<file path="config.mk">
export PLATFORM = sky130hd
export DESIGN_NAME = sql_token_scanner
export DESIGN_NICKNAME = d
export VERILOG_FILES = /design/src/rtl/core/stk_pkg.sv /design/src/rtl/core/stk_front.sv /design/src/rtl/core/stk_queue.sv /design/src/rtl/core/stk_back.sv /design/src/rtl/core/sql_token_scanner.sv
export SDC_FILE = /design/constraint.sdc
export NUM_CORES = 1
export LEC_CHECK = 0
export ABC_AREA = 1
export ABC_CLOCK_PERIOD_IN_PS = 11100
export BUFFER_PORTS_ARGS = -buffer_cell sky130_fd_sc_hd__buf_2
export CORE_MARGIN = 5
export CORE_UTILIZATION = 35
export CTS_CLUSTER_DIAMETER = 50
export CTS_CLUSTER_SIZE = 16
export DETAILED_ROUTE_END_ITERATION = 6
export HOLD_SLACK_MARGIN = 0.06
export MAX_ROUTING_LAYER = met4
export PLACE_DENSITY = 0.53
export REMOVE_ABC_BUFFERS = 1
export SLEW_MARGIN = 0
export SYNTH_ARGS = -nofsm -noshare
export SYNTH_HDL_FRONTEND = slang
export SYNTH_SLANG_ARGS = --single-unit
</file>
<file path="constraint.sdc">
create_clock -name clk -period 11.1 [get_ports clk]
set_clock_uncertainty 0.2 [all_clocks]
set_input_delay 0 -clock clk [delete_from_list [all_inputs] [get_ports clk]]
set_output_delay 0 -clock clk [all_outputs]
set_load 0.05 [all_outputs]
</file>
<file path="src/rtl/core/stk_pkg.sv">
// Package for the SQL token scanner: token kinds, scan modes, keyword table,
// token record types and character class helpers. No dependencies.
`default_nettype none

package stk_pkg;

	localparam int LINE_BITS   = 16;
	localparam int COLUMN_BITS = 16;
	localparam int OFFSET_BITS = 32;
	localparam int KIND_BITS   = 5;
	localparam int NUM_KW      = 15;
	localparam int QUEUE_DEPTH = 4;
	localparam int QPTR_BITS   = $clog2(QUEUE_DEPTH);

	localparam logic [KIND_BITS-1:0] K_END     = 5'd0;
	localparam logic [KIND_BITS-1:0] K_IDENT   = 5'd1;
	localparam logic [KIND_BITS-1:0] K_KW_BASE = 5'd2;
	localparam logic [KIND_BITS-1:0] K_NUMBER  = 5'd17;
	localparam logic [KIND_BITS-1:0] K_STRING  = 5'd18;
	localparam logic [KIND_BITS-1:0] K_STAR    = 5'd19;
	localparam logic [KIND_BITS-1:0] K_COMMA   = 5'd20;
	localparam logic [KIND_BITS-1:0] K_LPAREN  = 5'd21;
	localparam logic [KIND_BITS-1:0] K_RPAREN  = 5'd22;
	localparam logic [KIND_BITS-1:0] K_EQ      = 5'd23;
	localparam logic [KIND_BITS-1:0] K_NE      = 5'd24;
	localparam logic [KIND_BITS-1:0] K_LT      = 5'd25;
	localparam logic [KIND_BITS-1:0] K_LE      = 5'd26;
	localparam logic [KIND_BITS-1:0] K_GT      = 5'd27;
	localparam logic [KIND_BITS-1:0] K_GE      = 5'd28;
	localparam logic [KIND_BITS-1:0] K_INVALID = 5'd29;

	localparam logic [NUM_KW-1:0] ALL_KEYWORDS = '1;

	typedef enum logic [6:0] {
		MODE_IDLE    = 7'b0000001,
		MODE_IDENT   = 7'b0000010,
		MODE_NUMBER  = 7'b0000100,
		MODE_STRING  = 7'b0001000,
		MODE_BANG    = 7'b0010000,
		MODE_LESS    = 7'b0100000,
		MODE_GREATER = 7'b1000000
	} mode_t;

	localparam logic [7:0] KW_TEXT [NUM_KW][8] = '{
		'{"C","R","E","A","T","E",8'h0,8'h0},
		'{"T","A","B","L","E",8'h0,8'h0,8'h0},
		'{"I","N","S","E","R","T",8'h0,8'h0},
		'{"I","N","T","O",8'h0,8'h0,8'h0,8'h0},
		'{"S","E","L","E","C","T",8'h0,8'h0},
		'{"F","R","O","M",8'h0,8'h0,8'h0,8'h0},
		'{"W","H","E","R","E",8'h0,8'h0,8'h0},
		'{"U","P","D","A","T","E",8'h0,8'h0},
		'{"S","E","T",8'h0,8'h0,8'h0,8'h0,8'h0},
		'{"D","E","L","E","T","E",8'h0,8'h0},
		'{"V","A","L","U","E","S",8'h0,8'h0},
		'{"A","N","D",8'h0,8'h0,8'h0,8'h0,8'h0},
		'{"O","R",8'h0,8'h0,8'h0,8'h0,8'h0,8'h0},
		'{"I","N","T",8'h0,8'h0,8'h0,8'h0,8'h0},
		'{"V","A","R","C","H","A","R",8'h0}
	};

	localparam logic [3:0] KW_LEN [NUM_KW] = '{
		4'd6, 4'd5, 4'd6, 4'd4, 4'd6, 4'd4, 4'd5, 4'd6,
		4'd3, 4'd6, 4'd6, 4'd3, 4'd2, 4'd3, 4'd7
	};

	typedef struct packed {
		logic [KIND_BITS-1:0]   kind;
		logic [LINE_BITS-1:0]   line;
		logic [COLUMN_BITS-1:0] column;
		logic [OFFSET_BITS-1:0] offset;
		logic [OFFSET_BITS-1:0] length;
	} token_t;

	// Tokens caused by one text byte: one or two.
	typedef struct packed {
		token_t first;
		token_t second;
		logic   two;
	} bundle_t;

	function automatic logic is_alpha(input logic [7:0] b);
		return (b >= "a" && b <= "z") || (b >= "A" && b <= "Z");
	endfunction

	function automatic logic is_digit(input logic [7:0] b);
		return b >= "0" && b <= "9";
	endfunction

	// Drop keywords that cannot match once byte up lands at position len.
	function automatic logic [NUM_KW-1:0] kw_filter(input logic [NUM_KW-1:0] cand,
			input logic [OFFSET_BITS-1:0] len, input logic [7:0] up);
		logic [NUM_KW-1:0] r;
		r = cand;
		for (int k = 0; k < NUM_KW; k++) begin
			if (len >= OFFSET_BITS'(KW_LEN[k]) || KW_TEXT[k][len[2:0]] != up)
				r[k] = 1'b0;
		end
		return r;
	endfunction

	function automatic logic [KIND_BITS-1:0] ident_kind(input logic [NUM_KW-1:0] cand,
			input logic [OFFSET_BITS-1:0] len);
		logic [KIND_BITS-1:0] r;
		r = K_IDENT;
		for (int k = NUM_KW - 1; k >= 0; k--) begin
			if (cand[k] && len == OFFSET_BITS'(KW_LEN[k]))
				r = K_KW_BASE + KIND_BITS'(k);
		end
		return r;
	endfunction

endpackage

`default_nettype wire

</file>
<file path="src/rtl/core/stk_front.sv">
// Front end of the SQL token scanner: takes text bytes, keeps the scan state
// and builds the one or two tokens a byte causes. Depends on stk_pkg.
`default_nettype none

module stk_front
	import stk_pkg::*;
(
	input  wire logic       clk,
	input  wire logic       arst_n,
	input  wire logic       take,
	input  wire logic [7:0] text_byte,
	input  wire logic       end_of_text,
	output logic            has_tok,
	output bundle_t         bundle
);

	mode_t                  mode_q, mode_n;
	logic                   quote_q, quote_n;
	logic [NUM_KW-1:0]      cand_q, cand_n;
	logic [LINE_BITS-1:0]   cur_line_q, cur_line_n, tok_line_q, tok_line_n;
	logic [COLUMN_BITS-1:0] cur_col_q, cur_col_n, tok_col_q, tok_col_n;
	logic [OFFSET_BITS-1:0] cur_off_q, cur_off_n, tok_off_q, tok_off_n;
	logic [OFFSET_BITS-1:0] tok_len_q, tok_len_n;

	always_comb begin
		logic [7:0]             up;
		logic                   is_ws, is_idch;
		logic [LINE_BITS-1:0]   adv_line;
		logic [COLUMN_BITS-1:0] adv_col;
		logic [OFFSET_BITS-1:0] adv_off, len_inc;
		logic                   st_emit, do_start, used;
		logic [KIND_BITS-1:0]   st_kind;
		token_t                 pend, st_tok;

		up      = (text_byte >= "a" && text_byte <= "z") ? text_byte - 8'd32 : text_byte;
		is_ws   = text_byte == " " || text_byte == 8'h09 || text_byte == 8'h0D
			|| text_byte == 8'h0A;
		is_idch = is_alpha(text_byte) || is_digit(text_byte) || text_byte == "_";
		adv_off = (cur_off_q != '1) ? cur_off_q + 1'b1 : cur_off_q;
		len_inc = (tok_len_q != '1) ? tok_len_q + 1'b1 : tok_len_q;
		if (text_byte == 8'h0A) begin
			adv_line = (cur_line_q != '1) ? cur_line_q + 1'b1 : cur_line_q;
			adv_col  = COLUMN_BITS'(1);
		end else begin
			adv_line = cur_line_q;
			adv_col  = (cur_col_q != '1) ? cur_col_q + 1'b1 : cur_col_q;
		end

		pend = '{kind: K_INVALID, line: tok_line_q, column: tok_col_q,
			offset: tok_off_q, length: tok_len_q};
		st_tok = '{kind: K_INVALID, line: cur_line_q, column: cur_col_q,
			offset: cur_off_q, length: OFFSET_BITS'(1)};

		mode_n    = mode_q;
		quote_n   = quote_q;
		cand_n    = cand_q;
		cur_line_n = cur_line_q;
		cur_col_n  = cur_col_q;
		cur_off_n  = cur_off_q;
		tok_line_n = tok_line_q;
		tok_col_n  = tok_col_q;
		tok_off_n  = tok_off_q;
		tok_len_n  = tok_len_q;
		bundle    = '0;
		used      = 1'b0;
		do_start  = 1'b0;
		st_emit   = 1'b0;
		st_kind   = K_INVALID;

		if (end_of_text) begin
			used = 1'b1;
			bundle.first = pend;
			case (mode_q)
				MODE_IDENT:   bundle.first.kind = ident_kind(cand_q, tok_len_q);
				MODE_NUMBER:  bundle.first.kind = K_NUMBER;
				MODE_STRING:  bundle.first.kind = K_INVALID;
				MODE_BANG:    bundle.first.length = OFFSET_BITS'(1);
				MODE_LESS: begin
					bundle.first.kind   = K_LT;
					bundle.first.length = OFFSET_BITS'(1);
				end
				MODE_GREATER: begin
					bundle.first.kind   = K_GT;
					bundle.first.length = OFFSET_BITS'(1);
				end
				default:      used = 1'b0;
			endcase
			if (used) begin
				bundle.two    = 1'b1;
				bundle.second = '{kind: K_END, line: cur_line_q, column: cur_col_q,
					offset: cur_off_q, length: '0};
			end else begin
				bundle.first = '{kind: K_END, line: cur_line_q, column: cur_col_q,
					offset: cur_off_q, length: '0};
			end
			used       = 1'b1;
			mode_n     = MODE_IDLE;
			quote_n    = 1'b0;
			cand_n     = ALL_KEYWORDS;
			cur_line_n = LINE_BITS'(1);
			cur_col_n  = COLUMN_BITS'(1);
			cur_off_n  = '0;
			tok_line_n = LINE_BITS'(1);
			tok_col_n  = COLUMN_BITS'(1);
			tok_off_n  = '0;
			tok_len_n  = '0;
		end else begin
			case (mode_q)
				MODE_IDENT: begin
					if (is_idch) begin
						cand_n    = kw_filter(cand_q, tok_len_q, up);
						tok_len_n = len_inc;
					end else begin
						bundle.first      = pend;
						bundle.first.kind = ident_kind(cand_q, tok_len_q);
						used     = 1'b1;
						do_start = 1'b1;
					end
				end
				MODE_NUMBER: begin
					if (is_digit(text_byte) || text_byte == ".") begin
						tok_len_n = len_inc;
					end else begin
						bundle.first      = pend;
						bundle.first.kind = K_NUMBER;
						used     = 1'b1;
						do_start = 1'b1;
					end
				end
				MODE_STRING: begin
					if (text_byte == (quote_q ? 8'h22 : 8'h27)) begin
						bundle.first      = pend;
						bundle.first.kind = K_STRING;
						used   = 1'b1;
						mode_n = MODE_IDLE;
					end else begin
						tok_len_n = len_inc;
					end
				end
				MODE_BANG, MODE_LESS, MODE_GREATER: begin
					bundle.first = pend;
					used = 1'b1;
					if (text_byte == "=" || (mode_q == MODE_LESS && text_byte == ">")) begin
						bundle.first.length = OFFSET_BITS'(2);
						mode_n = MODE_IDLE;
						if (mode_q == MODE_GREATER)
							bundle.first.kind = K_GE;
						else if (mode_q == MODE_LESS && text_byte == "=")
							bundle.first.kind = K_LE;
						else
							bundle.first.kind = K_NE;
					end else begin
						bundle.first.length = OFFSET_BITS'(1);
						if (mode_q == MODE_LESS)
							bundle.first.kind = K_LT;
						else if (mode_q == MODE_GREATER)
							bundle.first.kind = K_GT;
						do_start = 1'b1;
					end
				end
				default: do_start = 1'b1;
			endcase

			if (do_start) begin
				tok_line_n = cur_line_q;
				tok_col_n  = cur_col_q;
				tok_off_n  = cur_off_q;
				tok_len_n  = '0;
				mode_n     = MODE_IDLE;
				if (is_ws) begin
					mode_n = MODE_IDLE;
				end else if (is_alpha(text_byte) || text_byte == "_") begin
					mode_n    = MODE_IDENT;
					cand_n    = kw_filter(ALL_KEYWORDS, '0, up);
					tok_len_n = OFFSET_BITS'(1);
				end else if (is_digit(text_byte)) begin
					mode_n    = MODE_NUMBER;
					tok_len_n = OFFSET_BITS'(1);
				end else if (text_byte == 8'h27 || text_byte == 8'h22) begin
					mode_n    = MODE_STRING;
					quote_n   = text_byte == 8'h22;
					tok_off_n = adv_off;
				end else if (text_byte == "!" || text_byte == "<" || text_byte == ">") begin
					mode_n    = (text_byte == "!") ? MODE_BANG
						: (text_byte == "<") ? MODE_LESS : MODE_GREATER;
					tok_len_n = OFFSET_BITS'(1);
				end else begin
					st_emit = 1'b1;
					case (text_byte)
						"*":     st_kind = K_STAR;
						",":     st_kind = K_COMMA;
						"(":     st_kind = K_LPAREN;
						")":     st_kind = K_RPAREN;
						"=":     st_kind = K_EQ;
						default: st_kind = K_INVALID;
					endcase
				end
			end

			if (st_emit) begin
				st_tok.kind = st_kind;
				if (used) begin
					bundle.two    = 1'b1;
					bundle.second = st_tok;
				end else begin
					bundle.first = st_tok;
				end
				used = 1'b1;
			end

			cur_line_n = adv_line;
			cur_col_n  = adv_col;
			cur_off_n  = adv_off;
		end
		has_tok = used;
	end

	always_ff @(posedge clk or negedge arst_n) begin
		if (!arst_n) begin
			mode_q     <= MODE_IDLE;
			quote_q    <= 1'b0;
			cand_q     <= ALL_KEYWORDS;
			cur_line_q <= LINE_BITS'(1);
			cur_col_q  <= COLUMN_BITS'(1);
			cur_off_q  <= '0;
			tok_line_q <= LINE_BITS'(1);
			tok_col_q  <= COLUMN_BITS'(1);
			tok_off_q  <= '0;
			tok_len_q  <= '0;
		end else if (take) begin
			mode_q     <= mode_n;
			quote_q    <= quote_n;
			cand_q     <= cand_n;
			cur_line_q <= cur_line_n;
			cur_col_q  <= cur_col_n;
			cur_off_q  <= cur_off_n;
			tok_line_q <= tok_line_n;
			tok_col_q  <= tok_col_n;
			tok_off_q  <= tok_off_n;
			tok_len_q  <= tok_len_n;
		end
	end

endmodule

`default_nettype wire

</file>
<file path="src/rtl/core/stk_queue.sv">
// Short queue of token bundles between the scanner front end and the output
// back end. Depends on stk_pkg.
`default_nettype none

module stk_queue
	import stk_pkg::*;
(
	input  wire logic    clk,
	input  wire logic    arst_n,
	input  wire logic    push,
	input  wire bundle_t wr_data,
	input  wire logic    pop,
	output logic         full,
	output logic         not_empty,
	output bundle_t      rd_data
);

	bundle_t              mem_q [QUEUE_DEPTH];
	logic [QPTR_BITS-1:0] wr_ptr_q, rd_ptr_q;
	logic [QPTR_BITS:0]   cnt_q;

	assign full      = cnt_q == (QPTR_BITS+1)'(QUEUE_DEPTH);
	assign not_empty = cnt_q != '0;
	assign rd_data   = mem_q[rd_ptr_q];

	always_ff @(posedge clk) begin
		if (push)
			mem_q[wr_ptr_q] <= wr_data;
	end

	always_ff @(posedge clk or negedge arst_n) begin
		if (!arst_n) begin
			wr_ptr_q <= '0;
			rd_ptr_q <= '0;
			cnt_q    <= '0;
		end else begin
			if (push)
				wr_ptr_q <= wr_ptr_q + 1'b1;
			if (pop)
				rd_ptr_q <= rd_ptr_q + 1'b1;
			if (push && !pop)
				cnt_q <= cnt_q + 1'b1;
			else if (pop && !push)
				cnt_q <= cnt_q - 1'b1;
		end
	end

`ifndef SYNTHESIS
	a_cnt_bound: assert property (@(posedge clk) disable iff (!arst_n)
		cnt_q <= (QPTR_BITS+1)'(QUEUE_DEPTH)) else $error("queue count overflow");
	a_no_push_full: assert property (@(posedge clk) disable iff (!arst_n)
		!(push && full)) else $error("push into full queue");
	a_no_pop_empty: assert property (@(posedge clk) disable iff (!arst_n)
		!(pop && !not_empty)) else $error("pop from empty queue");
	a_cnt_up: assert property (@(posedge clk) disable iff (!arst_n)
		(push && !pop) |=> cnt_q == $past(cnt_q) + 1'b1) else $error("count not advanced");
`endif

endmodule

`default_nettype wire

</file>
<file path="src/rtl/core/stk_back.sv">
// Back end of the SQL token scanner: drains token bundles from the queue and
// presents one token per request on the output register. Depends on stk_pkg.
`default_nettype none

module stk_back
	import stk_pkg::*;
(
	input  wire logic                   clk,
	input  wire logic                   arst_n,
	input  wire logic                   q_avail,
	input  wire bundle_t                q_data,
	output logic                        q_pop,
	output logic                        out_valid,
	input  wire logic                   out_ready,
	output logic [KIND_BITS-1:0]        token_kind,
	output logic [LINE_BITS-1:0]        first_line,
	output logic [COLUMN_BITS-1:0]      start_column,
	output logic [OFFSET_BITS-1:0]      text_offset,
	output logic [OFFSET_BITS-1:0]      text_length,
	output logic                        last_of_run
);

	logic   valid_q, last_q, pend_q;
	token_t out_q, second_q;
	logic   load;

	assign load  = !valid_q || out_ready;
	assign q_pop = load && !pend_q && q_avail;

	assign out_valid    = valid_q;
	assign token_kind   = out_q.kind;
	assign first_line   = out_q.line;
	assign start_column = out_q.column;
	assign text_offset  = out_q.offset;
	assign text_length  = out_q.length;
	assign last_of_run  = last_q;

	always_ff @(posedge clk or negedge arst_n) begin
		if (!arst_n) begin
			valid_q <= 1'b0;
			pend_q  <= 1'b0;
		end else if (load) begin
			if (pend_q) begin
				valid_q <= 1'b1;
				pend_q  <= 1'b0;
			end else begin
				valid_q <= q_avail;
				pend_q  <= q_avail && q_data.two;
			end
		end
	end

	// payload: advance with the handshake, no reset needed
	always_ff @(posedge clk) begin
		if (load) begin
			if (pend_q) begin
				out_q  <= second_q;
				last_q <= 1'b1;
			end else if (q_avail) begin
				out_q    <= q_data.first;
				last_q   <= !q_data.two;
				second_q <= q_data.second;
			end
		end
	end

`ifndef SYNTHESIS
	a_pend_has_out: assert property (@(posedge clk) disable iff (!arst_n)
		pend_q |-> valid_q) else $error("second token pending without first");
	a_pend_not_last: assert property (@(posedge clk) disable iff (!arst_n)
		(pend_q && valid_q) |-> !last_q) else $error("first of pair marked last");
	a_no_pop_pend: assert property (@(posedge clk) disable iff (!arst_n)
		pend_q |-> !q_pop) else $error("pop while second token pending");
`endif

endmodule

`default_nettype wire

</file>
<file path="src/rtl/core/sql_token_scanner.sv">
// SQL token scanner top level: scanner front end, bundle queue and output
// back end. Depends on stk_pkg, stk_front, stk_queue, stk_back.
//
// Use: feed SQL text one byte per request on the input channel (text_byte,
// end_of_text, in_valid/in_ready). Tokens leave on the output channel
// (token_kind, first_line, start_column, text_offset, text_length,
// last_of_run, out_valid/out_ready). A request with end_of_text set flushes
// any open token, gives the end token and returns the scanner to reset state.
// Each byte yields zero, one or two tokens; last_of_run marks the final token
// of a request. A byte's tokens enter the four-entry queue at the edge that
// accepts it and move from there into the output register. The scanner takes
// one byte per cycle while the queue has room; the output side gives one token
// per cycle while out_ready is high, so bytes that yield two tokens cost the
// output a second transfer, which the queue absorbs. If the receiver stalls,
// the output register holds, the queue fills and in_ready falls when full.
// Reset clears scan state, positions (line 1, column 1, offset 0), the queue
// and the output valid.
`default_nettype none

module sql_token_scanner
	import stk_pkg::*;
(
	input  wire logic                   clk,
	input  wire logic                   arst_n,
	input  wire logic                   in_valid,
	output logic                        in_ready,
	input  wire logic [7:0]             text_byte,
	input  wire logic                   end_of_text,
	output logic                        out_valid,
	input  wire logic                   out_ready,
	output logic [KIND_BITS-1:0]        token_kind,
	output logic [LINE_BITS-1:0]        first_line,
	output logic [COLUMN_BITS-1:0]      start_column,
	output logic [OFFSET_BITS-1:0]      text_offset,
	output logic [OFFSET_BITS-1:0]      text_length,
	output logic                        last_of_run
);

	logic    take, has_tok, full, q_avail, q_pop;
	bundle_t fr_bundle, q_data;

	assign in_ready = !full;
	assign take     = in_valid && in_ready;

	stk_front u_front (
		.clk         (clk),
		.arst_n      (arst_n),
		.take        (take),
		.text_byte   (text_byte),
		.end_of_text (end_of_text),
		.has_tok     (has_tok),
		.bundle      (fr_bundle)
	);

	stk_queue u_queue (
		.clk       (clk),
		.arst_n    (arst_n),
		.push      (take && has_tok),
		.wr_data   (fr_bundle),
		.pop       (q_pop),
		.full      (full),
		.not_empty (q_avail),
		.rd_data   (q_data)
	);

	stk_back u_back (
		.clk          (clk),
		.arst_n       (arst_n),
		.q_avail      (q_avail),
		.q_data       (q_data),
		.q_pop        (q_pop),
		.out_valid    (out_valid),
		.out_ready    (out_ready),
		.token_kind   (token_kind),
		.first_line   (first_line),
		.start_column (start_column),
		.text_offset  (text_offset),
		.text_length  (text_length),
		.last_of_run  (last_of_run)
	);

`ifndef SYNTHESIS
	a_eot_gives_tok: assert property (@(posedge clk) disable iff (!arst_n)
		(take && end_of_text) |-> has_tok) else $error("end marker gave no token");
	a_ready_free: assert property (@(posedge clk) disable iff (!arst_n)
		!full |-> in_ready) else $error("input stalled with queue room");
	a_out_hold: assert property (@(posedge clk) disable iff (!arst_n)
		(out_valid && !out_ready) |=> out_valid) else $error("output dropped");
`endif

endmodule

`default_nettype wire
</file>
==> impl_metrics.py <==
metrics = {
    "yosys": {
        "ys_types": 65,
        "syn_avg_cell_area_um2": 10.60,
        "synthAdderAreaFrac_pct": 0.5877,
        "ys_seq_elements": 1047,
        "synth_mux_area_share_pct": 0.02449,
        "synth_edf_count": 855,
        "async_flop_share_pct": 18.34,
        "synth-compound-area-share_pct": 12.28,
        "synth_area_mm2": 0.04599,
        "ys.flop_type": "edfxtp_1",
        "synth-xor-area-share_pct": 1.390,
        "synth_simple_gate_area_share_pct": 15.15,
        "seq_area_frac_synth_pct": 66.33,
        "synth_top_family_by_area": "simple AND/OR/NAND/NOR gates",
        "ys.warnings.count": 0,
        "syn_inst": 4340,
    },
    "global_routing": {
        "grt-ovfl-total": 0,
        "grt_antenna_before_repair": 4,
        "grt_first_pass_wirelength_mm": 190.9,
        "groute.usage.overall_pct": 18.16,
        "grt_pass1_vias": 31208,
        "grt_max_degree": 156,
    },
    "sta": {
        "max_slew.worst_pin.slew_ns": 1.118,
        "setup_viol": 0,
        "fin_ws_ns": 4.692,
        "hold_viol_final": 0,
        "post-route-period-util_pct": 57.73,
        "rsz0062_at_grt": "false",
        "slew_headroom_pct": 25.31,
        "fin_crit_ns": 6.408,
        "max_freq_ghz": 0.1561,
        "hold_slack_ns": 0.2221,
        "slew_viol_final": 0,
        "setup_tns_ns": 0,
    },
    "floorplan": {
        "die-area_mm2": 0.1387,
        "row_count": 133,
        "ios": 117,
        "dieHeight_um": 372.5,
        "core_mm2": 0.1310,
        "die_x_um": 372.5,
        "initial_utilization_pct": 35.11,
    },
    "route": {
        "drtAntennaViolNets": 0,
        "first_iter_violations": 2748,
        "vias_per_cell": 5.186,
        "drt_first_pass_iters": 6,
        "drc": 0,
        "finalWirelength_mm": 123.6,
        "num_vias": 32327,
        "wl_per_cell_um": 19.83,
    },
    "worst_setup_path": {
        "cp-start-kind": "input pin",
        "critPathCapture": "u_queue.mem_q[3][92]",
        "arrival_ns": 6.52,
        "crit_buf_inv": 10,
        "setup.worst_path.start": "text_byte[1]",
        "crit_path_frequent_cell": "nand2_1",
        "critPathKind": "input pin to flop",
        "r2r_cells": 18,
        "critPathSlowestCell": "nor2_4",
        "rr_endpoint": "u_queue.mem_q[3][92]",
        "cp.required_ns": 11.22,
        "cp_top_family": "buffers and inverters",
        "cp_max_fo": 52,
        "crit_path_end_kind": "flop",
        "crit_path_cell_trace": "dlygate4sd3_1, buf_2, inv_2, nand2_1, nand2_1, o21ai_1, o21ai_1, o311ai_1, dlygate4sd3_1, nand2_1, nor2_2, nand2_2, dlygate4sd3_1, inv_2, nand2_2, inv_2, nor2_4, buf_4, nand2_1, o21ai_2, nor2_4, buf_4, buf_4",
        "critPathMaxStageDelay_ns": 0.89,
        "crit_cells": 23,
        "rr_startpoint": "u_front.mode_q[0]",
        "r2r_slack_ns": 5.58,
    },
    "power_and_ir_drop": {
        "power_mw": 13.37,
        "p_switching_mw": 5.127,
        "p_per_area_mw_per_mm2": 257.2,
        "leakagePower_nw": 18.06,
        "sequentialPowerShare_pct": 42.5,
        "p_clk_share_pct": 26.8,
        "p_int_mw": 8.246,
        "sw_frac_of_total_pct": 38.34,
        "p_comb_share_pct": 30.7,
        "vdd_drop_max_uv": 136.5,
    },
    "clock_network": {
        "root_buffer": "clkbuf_16",
        "clk_pin_slew_ns": 0.06,
        "numClockSinks": 1047,
        "cts_tree": "built",
        "clockBufferDepth": 3,
        "cts_buffers": 104,
        "cts_htree_levels": 3,
        "insertion_delay_ns": 0.70,
    },
    "place": {
        "place_ws_ns": 5.403,
        "port_buffers": 116,
        "place_hpwl_mm": 72.73,
        "gp_routability_congestion": 0.9425,
    },
    "min_path": {
        "min_path_cells": 6,
        "hold_path.class": "input pin to flop",
    },
    "finish": {
        "antennaDiodeCount": 0,
        "fillers": 12647,
        "syn_to_final_growth_pct": 13.07,
        "finish.utilization_pct": 39.70,
        "fin_nets": 4425,
        "drive_gt1_share_pct": 9.712,
    },
    "run": {
        "max-cap-violations": 0,
    },
    "status": {
        "outcome": "finished, final reports clean",
    },
}
how the worst min path moves through the flow:
stage,start,end
3_3_place_gp,arst_n,u_front.tok_off_q[19]
5_1_grt,arst_n,u_front.tok_col_q[0]
4_1_cts,in_valid,u_front.cand_q[6]
3_5_place_dp,arst_n,u_front.tok_off_q[19]
2_1_floorplan,arst_n,u_back.out_valid
6_report,in_valid,u_front.cand_q[6]
cells by family (layout without fill, tap and decap cells):
group / Yosys count / in the layout
adder cells (fa/ha/maj): 21 / 21
buffers and inverters: 483 / 622
XOR/XNOR: 73 / 73
multiplexers: 1 / 1
flip-flops: 1047 / 1047
AND/OR/NAND/NOR: 1704 / 1704
AO/OA/AOI/OAI: 1011 / 1011
cells in the mapped netlist (all sizes together) (3+ instances only):
cell	instances	share of area, %
clkinv	5	0.041
nand4	49	0.68
nand3b	3	0.049
o2111ai	4	0.076
xor2	69	1.3
a2111oi	5	0.14
nand3	79	0.87
nand2	490	4.0
or4	3	0.049
o22ai	84	1.1
xnor2	4	0.076
a21oi	131	1.4
edfxtp	855	56
a31oi	79	1.1
ha	20	0.54
o21ai	590	6.4
clkbuf	171	1.4
nor2	965	8.0
dfstp	20	1.1
or2	3	0.041
inv	237	1.9
nor3	82	1.0
dfrtp	172	9.4
o31ai	37	0.60
a22oi	58	0.96
a221oi	4	0.076
o211ai	3	0.049
nor4	28	0.41
buf	70	0.85
layer usage:
layer / track usage (%) / vias up / part of all wire (%)
met5: - / - / 0
met4: 4.135 / 0 / 1.8
met3: 3.098 / 144 / 5.7
met2: 28.81 / 801 / 47
met1: 24.66 / 15992 / 45
li1: - / 15390 / -
power groups by stage:
stage / registers (mW) / clock network (mW) / logic, mW
after floorplan: 6.62 / 0 / 1.97
after global placement: 5.76 / 0 / 4.14
after detailed placement: 5.76 / 0 / 4.16
after CTS: 5.69 / 3.66 / 4.19
after global routing: 5.76 / 3.84 / 4.53
final: 5.68 / 3.58 / 4.11
layout by cell type, fill, tap and decap left out, drive strengths merged, types with 49 or more instances in the layout:
cell / netlist / final
a21oi: 131 / 131
nor2: 965 / 965
o21ai: 590 / 590
nand2: 490 / 490
buf: 70 / 157
a31oi: 79 / 79
nor3: 82 / 82
o22ai: 84 / 84
xor2: 69 / 69
clkbuf: 171 / 120
inv: 237 / 259
nand3: 79 / 79
a22oi: 58 / 58
dfrtp: 172 / 172
nand4: 49 / 49
edfxtp: 855 / 855
sequential cells by signal, indices dropped and copies added, names as in the netlist, 2 cells and up:
name	flops
u_front.cur_col_q	16
u_queue.wr_ptr_q	2
u_front.cand_q	15
u_front.tok_line_q	16
u_back.start_column	16
u_queue.rd_ptr_q	2
u_front.cur_line_q	16
u_back.text_length	32
u_queue.mem_q	684
u_queue.cnt_q	3
u_back.second_q	69
u_front.tok_off_q	32
u_front.tok_col_q	16
u_front.mode_q	7
u_back.token_kind	5
u_front.tok_len_q	32
u_back.text_offset	32
u_front.cur_off_q	32
u_back.first_line	16
cell type report:
| cell class | instances | area (um^2) | share of cell area [%] |
|---|---|---|---|
| Clock buffer | 119 | 2753 | 5.294 |
| Tap cell | 1755 | 2196 | 4.223 |
| Sequential cell | 1047 | 30510 | 58.68 |
| Inverter | 242 | 927.1 | 1.783 |
| Clock inverter | 75 | 764.5 | 1.470 |
| Multi-Input combinational cell | 2810 | 13610 | 26.17 |
| Timing Repair Buffer | 186 | 1232 | 2.370 |
tightest hold or removal path, delay by kind of cell:
kind,cells,cell delay [ns]
buffers and inverters,3,0.90
and+or+nand+nor,3,0.21
stage by stage:
| step | area (um^2) | instances |
|---|---|---|
| floorplan | 44950 | 4099 |
| global placement | 48170 | 6011 |
| detailed placement | 48170 | 6011 |
| CTS | 51990 | 6234 |
| global route | 51990 | 6234 |
| finish | 51990 | 6234 |
repair_timing:
item / 4_1_cts / 5_1_grt
setup buffers: 0 / 0
resized for setup: 0 / 0
hold endpoints to repair: 321 / 0
hold buffers: 29 / 0
(Power assumes the default switching activity.)
